--- config.mk ---
export PLATFORM = sky130hd
export DESIGN_NAME = bba_ctrl
export DESIGN_NICKNAME = d
export VERILOG_FILES = /design/src/hdl/bba_pkg.sv /design/src/hdl/bba_ctrl.sv
export SDC_FILE = /design/constraint.sdc
export NUM_CORES = 1
export LEC_CHECK = 0
export BUFFER_PORTS_ARGS = -buffer_cell sky130_fd_sc_hd__buf_4
export CORE_UTILIZATION = 42
export CTS_CLUSTER_SIZE = 10
export DETAILED_ROUTE_END_ITERATION = 12
export MAX_ROUTING_LAYER = met4
export PLACE_DENSITY = 0.82
export SLEW_MARGIN = 25
export SYNTH_ARGS = -nofsm -noshare
export SYNTH_HDL_FRONTEND = slang
export SYNTH_SLANG_ARGS = --single-unit
--- constraint.sdc ---
create_clock -name clock -period 1.41 [get_ports clock]
set_input_delay 0.141 -clock clock [delete_from_list [all_inputs] [get_ports clock]]
set_output_delay 0.141 -clock clock [all_outputs]
set_load 0.03 [all_outputs]
--- src/hdl/bba_pkg.sv ---
package bba_pkg;

   // Store geometry
   localparam int BITMAP_BLOCKS   = 16;
   localparam int BLOCK_BYTES     = 512;
   localparam int WORD_BITS       = 64;
   localparam int BLOCK_BITS      = BLOCK_BYTES * 8;
   localparam int WORDS_PER_BLOCK = BLOCK_BITS / WORD_BITS;
   localparam int STORE_WORDS     = BITMAP_BLOCKS * WORDS_PER_BLOCK;

   localparam int BLOCK_AW    = $clog2(BITMAP_BLOCKS);
   localparam int WORD_IDX_W  = $clog2(WORDS_PER_BLOCK);
   localparam int BIT_IDX_W   = $clog2(WORD_BITS);
   localparam int BLOCK_BIT_W = $clog2(BLOCK_BITS);
   localparam int STORE_AW    = $clog2(STORE_WORDS);

   // Field widths
   localparam int OP_W     = 3;
   localparam int NUM_W    = 16;
   localparam int REGION_W = 2;
   localparam int SETV_W   = 2;
   localparam int STATUS_W = 2;
   localparam int INDEX_W  = 13;
   localparam int CFG_W    = 5;
   localparam int CFG_IDX_W = 2;
   localparam int BLK_SUM_W = CFG_W + 1;

   localparam int REQ_DATA_W = 24;
   localparam int RSP_DATA_W = 24;

   // Operation codes
   localparam logic [OP_W-1:0] OP_CLEAR_BLOCK = 3'd0;
   localparam logic [OP_W-1:0] OP_RAW_WRITE   = 3'd1;
   localparam logic [OP_W-1:0] OP_RAW_TEST    = 3'd2;
   localparam logic [OP_W-1:0] OP_FIND_ZERO   = 3'd3;
   localparam logic [OP_W-1:0] OP_MAP_WRITE   = 3'd4;
   localparam logic [OP_W-1:0] OP_MAP_TEST    = 3'd5;

   // Region codes
   localparam logic [REGION_W-1:0] REGION_INODE = 2'd0;
   localparam logic [REGION_W-1:0] REGION_LOGIC = 2'd1;

   // Set values
   localparam logic [SETV_W-1:0] SET_CLEAR = 2'd0;
   localparam logic [SETV_W-1:0] SET_ONE   = 2'd1;

   // Status codes
   localparam logic [STATUS_W-1:0] ST_OK       = 2'd0;
   localparam logic [STATUS_W-1:0] ST_OVERFLOW = 2'd1;
   localparam logic [STATUS_W-1:0] ST_BAD_SET  = 2'd2;

   // Register indexes
   localparam logic [CFG_IDX_W-1:0] CFG_INODE_BASE  = 2'd0;
   localparam logic [CFG_IDX_W-1:0] CFG_LOGIC_BASE  = 2'd1;
   localparam logic [CFG_IDX_W-1:0] CFG_LOGIC_LIMIT = 2'd2;

   localparam logic [CFG_W-1:0] INODE_BASE_RESET  = 5'd1;
   localparam logic [CFG_W-1:0] LOGIC_BASE_RESET  = 5'd2;
   localparam logic [CFG_W-1:0] LOGIC_LIMIT_RESET = 5'd16;

   typedef enum logic [2:0] {
      JOB_NONE  = 3'd0,
      JOB_CLEAR = 3'd1,
      JOB_TEST  = 3'd2,
      JOB_WRITE = 3'd3,
      JOB_FIND  = 3'd4
   } job_type;

   // Controller to datapath
   typedef struct packed {
      logic load;
      logic init_wr;
      logic clr_wr;
      logic rd_bit;
      logic wr_bit;
      logic take_bit;
      logic scan_start;
      logic scan;
      logic publish;
   } bba_cmd_type;

   // Datapath to controller
   typedef struct packed {
      job_type req_job;
      job_type job;
      logic    init_last;
      logic    cnt_last;
      logic    hit;
      logic    rsp_free;
   } bba_stat_type;

   // Lowest clear bit of a word, by halving the search window
   function automatic logic [BIT_IDX_W-1:0] lowest_zero(input logic [WORD_BITS-1:0] word);
      logic [WORD_BITS-1:0] z;
      logic [WORD_BITS-1:0] mask;
      logic [BIT_IDX_W-1:0] idx;
      z   = ~word;
      idx = '0;
      for (int k = BIT_IDX_W - 1; k >= 0; k--) begin
         mask = {WORD_BITS{1'b1}} >> (WORD_BITS - (1 << k));
         if ((z & mask) == '0) begin
            z      = z >> (1 << k);
            idx[k] = 1'b1;
         end
      end
      return idx;
   endfunction

endpackage

--- src/hdl/bba_ctrl.sv ---
module bba_ctrl
   import bba_pkg::*;
(
   input  logic         clock,
   input  logic         reset,
   input  logic         req_tvalid,
   output logic         req_tready,
   input  bba_stat_type stat,
   output bba_cmd_type  cmd
);

   typedef enum logic [8:0] {
      S_INIT       = 9'b000000001,
      S_IDLE       = 9'b000000010,
      S_CLEAR      = 9'b000000100,
      S_RD_BIT     = 9'b000001000,
      S_TEST       = 9'b000010000,
      S_MODIFY     = 9'b000100000,
      S_SCAN_START = 9'b001000000,
      S_SCAN       = 9'b010000000,
      S_DONE       = 9'b100000000
   } state_type;

   state_type state_ff, state_in;

   always_ff @(posedge clock) begin
      if (reset) begin
         state_ff <= S_INIT;
      end else begin
         state_ff <= state_in;
      end
   end

   assign req_tready = (state_ff == S_IDLE);

   always_comb begin
      state_in = state_ff;
      cmd      = '0;
      case (state_ff)
         S_INIT: begin
            cmd.init_wr = 1'b1;
            if (stat.init_last) begin
               state_in = S_IDLE;
            end
         end
         S_IDLE: begin
            if (req_tvalid) begin
               cmd.load = 1'b1;
               case (stat.req_job)
                  JOB_CLEAR: state_in = S_CLEAR;
                  JOB_TEST:  state_in = S_RD_BIT;
                  JOB_WRITE: state_in = S_RD_BIT;
                  JOB_FIND:  state_in = S_SCAN_START;
                  default:   state_in = S_DONE;
               endcase
            end
         end
         S_CLEAR: begin
            cmd.clr_wr = 1'b1;
            if (stat.cnt_last) begin
               state_in = S_DONE;
            end
         end
         S_RD_BIT: begin
            cmd.rd_bit = 1'b1;
            state_in   = (stat.job == JOB_TEST) ? S_TEST : S_MODIFY;
         end
         S_TEST: begin
            cmd.take_bit = 1'b1;
            state_in     = S_DONE;
         end
         S_MODIFY: begin
            cmd.wr_bit = 1'b1;
            state_in   = S_DONE;
         end
         S_SCAN_START: begin
            cmd.scan_start = 1'b1;
            state_in       = S_SCAN;
         end
         S_SCAN: begin
            cmd.scan = 1'b1;
            if (stat.hit || stat.cnt_last) begin
               state_in = S_DONE;
            end
         end
         S_DONE: begin
            if (stat.rsp_free) begin
               cmd.publish = 1'b1;
               state_in    = S_IDLE;
            end
         end
         default: begin
            state_in = S_IDLE;
         end
      endcase
   end

endmodule

### Word level (Yosys, flattened, before mapping)

Cells that the tools add are included.
W data, S select, Z words.

| word-level totals | value |
|---|---|
| bits in writable memories | 0 |
| bits of input ports | 13 |
| output and inout port bits | 10 |
| logic and storage cells | 43 |
| ROM bits | 0 |
| latch bits | 0 |
| memories kept | 0 |
| flip-flop bits (word level) | 9 |

| cells by class | value |
|---|---|
| multipliers | 0 |
| add/sub/neg operators | 0 |
| reduce and logical (&&, ||, !) cells | 4 |
| bitwise gates (word level) | 0 |
| shift-type cells | 0 |
| order comparisons | 0 |
| muxes and demuxes | 19 |
| divide/modulo/power cells | 0 |
| equality and inequality tests | 19 |

Operators by type and width:

| kind | count |
|---|---|
| $pmux W9 S8 | 1 |
| $mux W9 | 5 |
| $pmux W9 S3 | 1 |
| $mux W1 | 11 |
| $ne A2 B2 Y1 const B | 5 |
| $eq A3 B2 Y1 const B | 3 |
| $eq A9 B1 Y1 const B | 1 |
| $eq A9 B2 Y1 const B | 1 |
| $eq A9 B3 Y1 const B | 1 |
| $eq A9 B4 Y1 const B | 1 |
| $eq A9 B5 Y1 const B | 1 |
| $eq A9 B6 Y1 const B | 1 |
| $eq A9 B7 Y1 const B | 1 |
| $eq A9 B8 Y1 const B | 1 |
| $eq A9 B9 Y1 const B | 1 |
| $mux W6 | 1 |
| $reduce_and A5 Y1 | 1 |
| $reduce_or A2 Y1 | 2 |
| $eq A3 B1 Y1 const B | 1 |
| $eq A3 B3 Y1 const B | 1 |
| $logic_or A1 B1 Y1 | 1 |

### Depth between registers and ports, before layout

| depth | value |
|---|---|
| depth in word-level cells | 5 |
| gate-level depth with buffers | 6 |
| gate-level depth less buffers | 5 |

### Least setup slack after synthesis

OpenSTA, ideal clock, no wires.

| timing | value |
|---|---|
| path kind | register to register |
| start point | reg state_ff[1] |
| end point | reg state_ff[7] |
| cell stages (with the launch flop) | 6 |
| slack | -0.441 ns |
| arrival time | 1.791 ns |
| buffers on the path | 1 |
| clock period less this slack | 1.851 ns |
| library setup time | 0.061 ns |
| required time | 1.349 ns |
| cells stage by stage | dfxtp_1 > buf_2 > nor3_2 > nand3_1 > nor3b_1 > o21a_1 |

| between the ends | value |
|---|---|
| cells in the longest elaborated chain, start to end | 3 |
| elaborated cells between the ends (all ways) | 17 |
| those cells by class | eq/ne (14); mux (1); reduce/logical (2) |

RTL lines:

| element | RTL line | text |
|---|---|---|
| start, declared | bba_ctrl.sv:24 | `state_type state_ff, state_in;` |
| start signal, assigned | bba_ctrl.sv:30 | `state_ff <= state_in;` |
| $eq A9 B5 Y1 (tied with other cells) | bba_ctrl.sv:39 | `case (state_ff)` |
| $reduce_or A2 Y1 (no line) or $ne A2 B2 Y1 (tied branches) | - |  |
| $pmux W9 S8 or $reduce_and A5 Y1 (tied branches) | - |  |

Parallel ways exist; a longest one is shown, timed or not.
A chain may end at the register's enable or synchronous reset.

==> reports/results.ini <==
[sta]
rsz0062_at_grt=yes
timing_max_transition_violations_final=0
timing.fmax_ghz=0.569
max-slew-margin-rel_pct=72.6
timing.setup.tns_ns=-3.63
final_critical_path_required_period_ns=1.76
timing.clock.skew_ns=0.00429
setup_ws_ns=-0.348
fin_crit_sh_pct=125
finalSetupViolCount=17
worstMarginPinSlew_ns=0.410
hold_violations=0

[yosys]
async_reset_ff_share_pct=0
ys_seq_elements=9
synthCells=77
ys_dominant_reg_cell=sky130_fd_sc_hd__dfxtp_1
ys_types=35
seq_area_frac_synth_pct=28.0
post_synth_design_cell_area_um2=643
yosys_warnings=0
syn_avg_cell_area_um2=8.35
mappedNetlistNets=90
synth_edf_count=0

[clocking]
max-clock-path-buffers=2
cts.sinks=9
cts_tree=built
cts_root_buf=sky130_fd_sc_hd__clkbuf_4
cts_made_buffers=3
cts_hold_buffers=0
h_tree_depth=1
clk-insertion-delay-late_ns=0.26
clkTransAtPathRegs_ns=0.07

[die]
die_width_um=41.1
die_area_um2=1690
std_cell_rows=13
die_height_um=41.1
starting_density_pct=47.1
pin_count=23
floorplan.core_area_um2=1370

[placed_design]
hpwl_mm=1.49
routabilityCongestion=0.828
port_buffers=22

[worst_setup_path]
critical-path-max-stage-delay_ns=0.37
worstPathBufferInverterCount=3
cp.required_ns=1.27
critical_path.cell_chain=buf_6 > nor3_4 > buf_6 > nand3_4 > nor3_2 > buf_4
setup.worst_path.end_class=output port
path_max_fanout=3
crit_path_frequent_cell=sky130_fd_sc_hd__buf_6
critPathLaunchType=register
critPathSlowestCell=sky130_fd_sc_hd__dfxtp_4
critical_path.top_delay_family=simple AND/OR/NAND/NOR gates
critPathArrivalTime_ns=1.62
worstSetupPathType=register to output port

[layout]
areaGrowthSynthToFinish_pct=105
num-fill-cells=26
insertedDiodeCount=0
post-route-util_pct=96.5
post_route_cells_drive_above_1_share_pct=72.0
layout.nets=146
largest_register_ffs=9
largest_registers=state_ff (9)
max_flop_register=state_ff

[flow_run]
drv_cap=0

[power]
static-leakage-power_uw=0.000574
p_per_area_nw_per_um2=578
vdd.ir_drop.worst_uv=699

[global_route]
antenna_found_initial=0
grt_start_max_net_pins=9
first_global_vias=900
grt_pass1_wl_mm=3.91
track_usage_pct=37.9
gr-total-overflow=0

[drt]
routed_wirelength_mm=3.79
drt_drc_violations_left=0
vias_per_cell=6.87
routed-via-count=1010
detail-route-antenna-nets=0
drtIter0Drc=88
firstDrtPassIters=4
detail_route.wl_per_cell_um=25.8

[run_status]
violations=setup timing
status=finished, violations left

[worst_hold_path]
worst_min_delay_path_category=input pin to register

[path summary, 6_finish.rpt]
path                     from          end  slack (ns)  cells after the start
setup / recovery  state_ff[8]       cmd[7]       -0.35                      6
hold / removal          reset  state_ff[5]         0.1                      2
setup reg to reg  state_ff[8]  state_ff[8]       -0.31                      7
hold reg to reg   state_ff[6]  state_ff[6]        0.71                      4
[repair_timing]
action,CTS,global route
setup endpoints to repair,13,17
resized for setup,36,14
setup buffers,15,1
hold endpoints to repair,0,0
gates cloned,0,0
pin swaps,15,4
[cell usage after synthesis, types with 2 or more instances]
cell type	count	area share (%)
sky130_fd_sc_hd__buf_2	2	1.6
sky130_fd_sc_hd__dfxtp_1	9	28
sky130_fd_sc_hd__inv_1	6	3.5
sky130_fd_sc_hd__nand2_1	2	1.2
sky130_fd_sc_hd__nand3_1	3	2.3
sky130_fd_sc_hd__nand4_1	4	3.9
sky130_fd_sc_hd__nor2_1	7	4.1
sky130_fd_sc_hd__nor2_2	2	1.9
sky130_fd_sc_hd__nor2b_1	3	2.9
sky130_fd_sc_hd__nor3_1	3	2.3
sky130_fd_sc_hd__nor3_2	2	3.1
sky130_fd_sc_hd__nor3b_1	7	8.2
sky130_fd_sc_hd__nor4_1	3	2.9
sky130_fd_sc_hd__o21ai_0	2	1.6
sky130_fd_sc_hd__xnor2_1	2	2.7
[cells in the final DEF (no fill, tap or decap), types with 2 or more instances in the layout]
cell type / synthesis / routed
sky130_fd_sc_hd__dfxtp_2: 0 / 4
sky130_fd_sc_hd__clkbuf_4: 0 / 3
sky130_fd_sc_hd__inv_1: 6 / 4
sky130_fd_sc_hd__nor2_4: 0 / 4
sky130_fd_sc_hd__buf_4: 0 / 40
sky130_fd_sc_hd__xnor2_1: 2 / 2
sky130_fd_sc_hd__dfxtp_1: 9 / 3
sky130_fd_sc_hd__nor3_4: 1 / 2
sky130_fd_sc_hd__buf_6: 1 / 14
sky130_fd_sc_hd__nor2_1: 7 / 5
sky130_fd_sc_hd__nor2b_1: 3 / 2
sky130_fd_sc_hd__nand3_4: 0 / 2
sky130_fd_sc_hd__nor3_2: 2 / 3
sky130_fd_sc_hd__nor3b_1: 7 / 3
sky130_fd_sc_hd__dfxtp_4: 0 / 2
sky130_fd_sc_hd__nor3b_2: 1 / 4
sky130_fd_sc_hd__nand4_1: 4 / 4
sky130_fd_sc_hd__nor4_4: 0 / 2
[area by class of cell]
class | instances | area (µm²) | area share [%]
Sequential cell | 9 | 193 | 14.6
Tap cell | 15 | 18.8 | 1.42
Inverter | 6 | 26.3 | 1.99
Multi-Input combinational cell | 59 | 597 | 45.3
Clock buffer | 4 | 26.3 | 1.99
Timing Repair Buffer | 54 | 458 | 34.7
[routing by layer]
layer  share of wire (%)  wire length [µm]  global-route usage (%)
met1                  35              1330                    42.6
met2                  46              1760                    64.8
met3                  11               426                    6.52
met4                 7.1               270                    16.9
met5                   0                 0                       -
[power by group]
group	internal, µW	switching (µW)
Combinational	131	147
Sequential	261	14.5
Clock	109	99.2
[through the flow]
stage               cell area (µm²)  cells  total power, µW  setup WS (ns)  hold slack (ns)
finish                         1320    147              762         -0.348           0.0952
global route                   1320    147              778         -0.480           0.0921
CTS                            1240    146              692         -0.225           0.0881
floorplan                       676     77              361         -0.187            0.211
global placement                952    127              439        -0.0219            0.359
detailed placement              952    127              444        -0.0661            0.361
[worst register-to-register path, cell delays in order, from the launching register on]
cell                        delay (ns)
sky130_fd_sc_hd__dfxtp_4          0.37
sky130_fd_sc_hd__buf_6            0.12
sky130_fd_sc_hd__nor3_4           0.24
sky130_fd_sc_hd__buf_6            0.17
sky130_fd_sc_hd__buf_4            0.11
sky130_fd_sc_hd__o2111ai_1        0.18
sky130_fd_sc_hd__o2111a_1         0.20
sky130_fd_sc_hd__a311oi_2         0.23
[kinds of logic after synthesis]
kind of cell	share of synthesized area, %
AO/OA/AOI/OAI	15.2
XOR/XNOR	4.09
buffers and inverters	6.81
flip-flops	28.0
AND/OR/NAND/NOR	45.9
No activity file was read; power rests on OpenSTA's default activity.
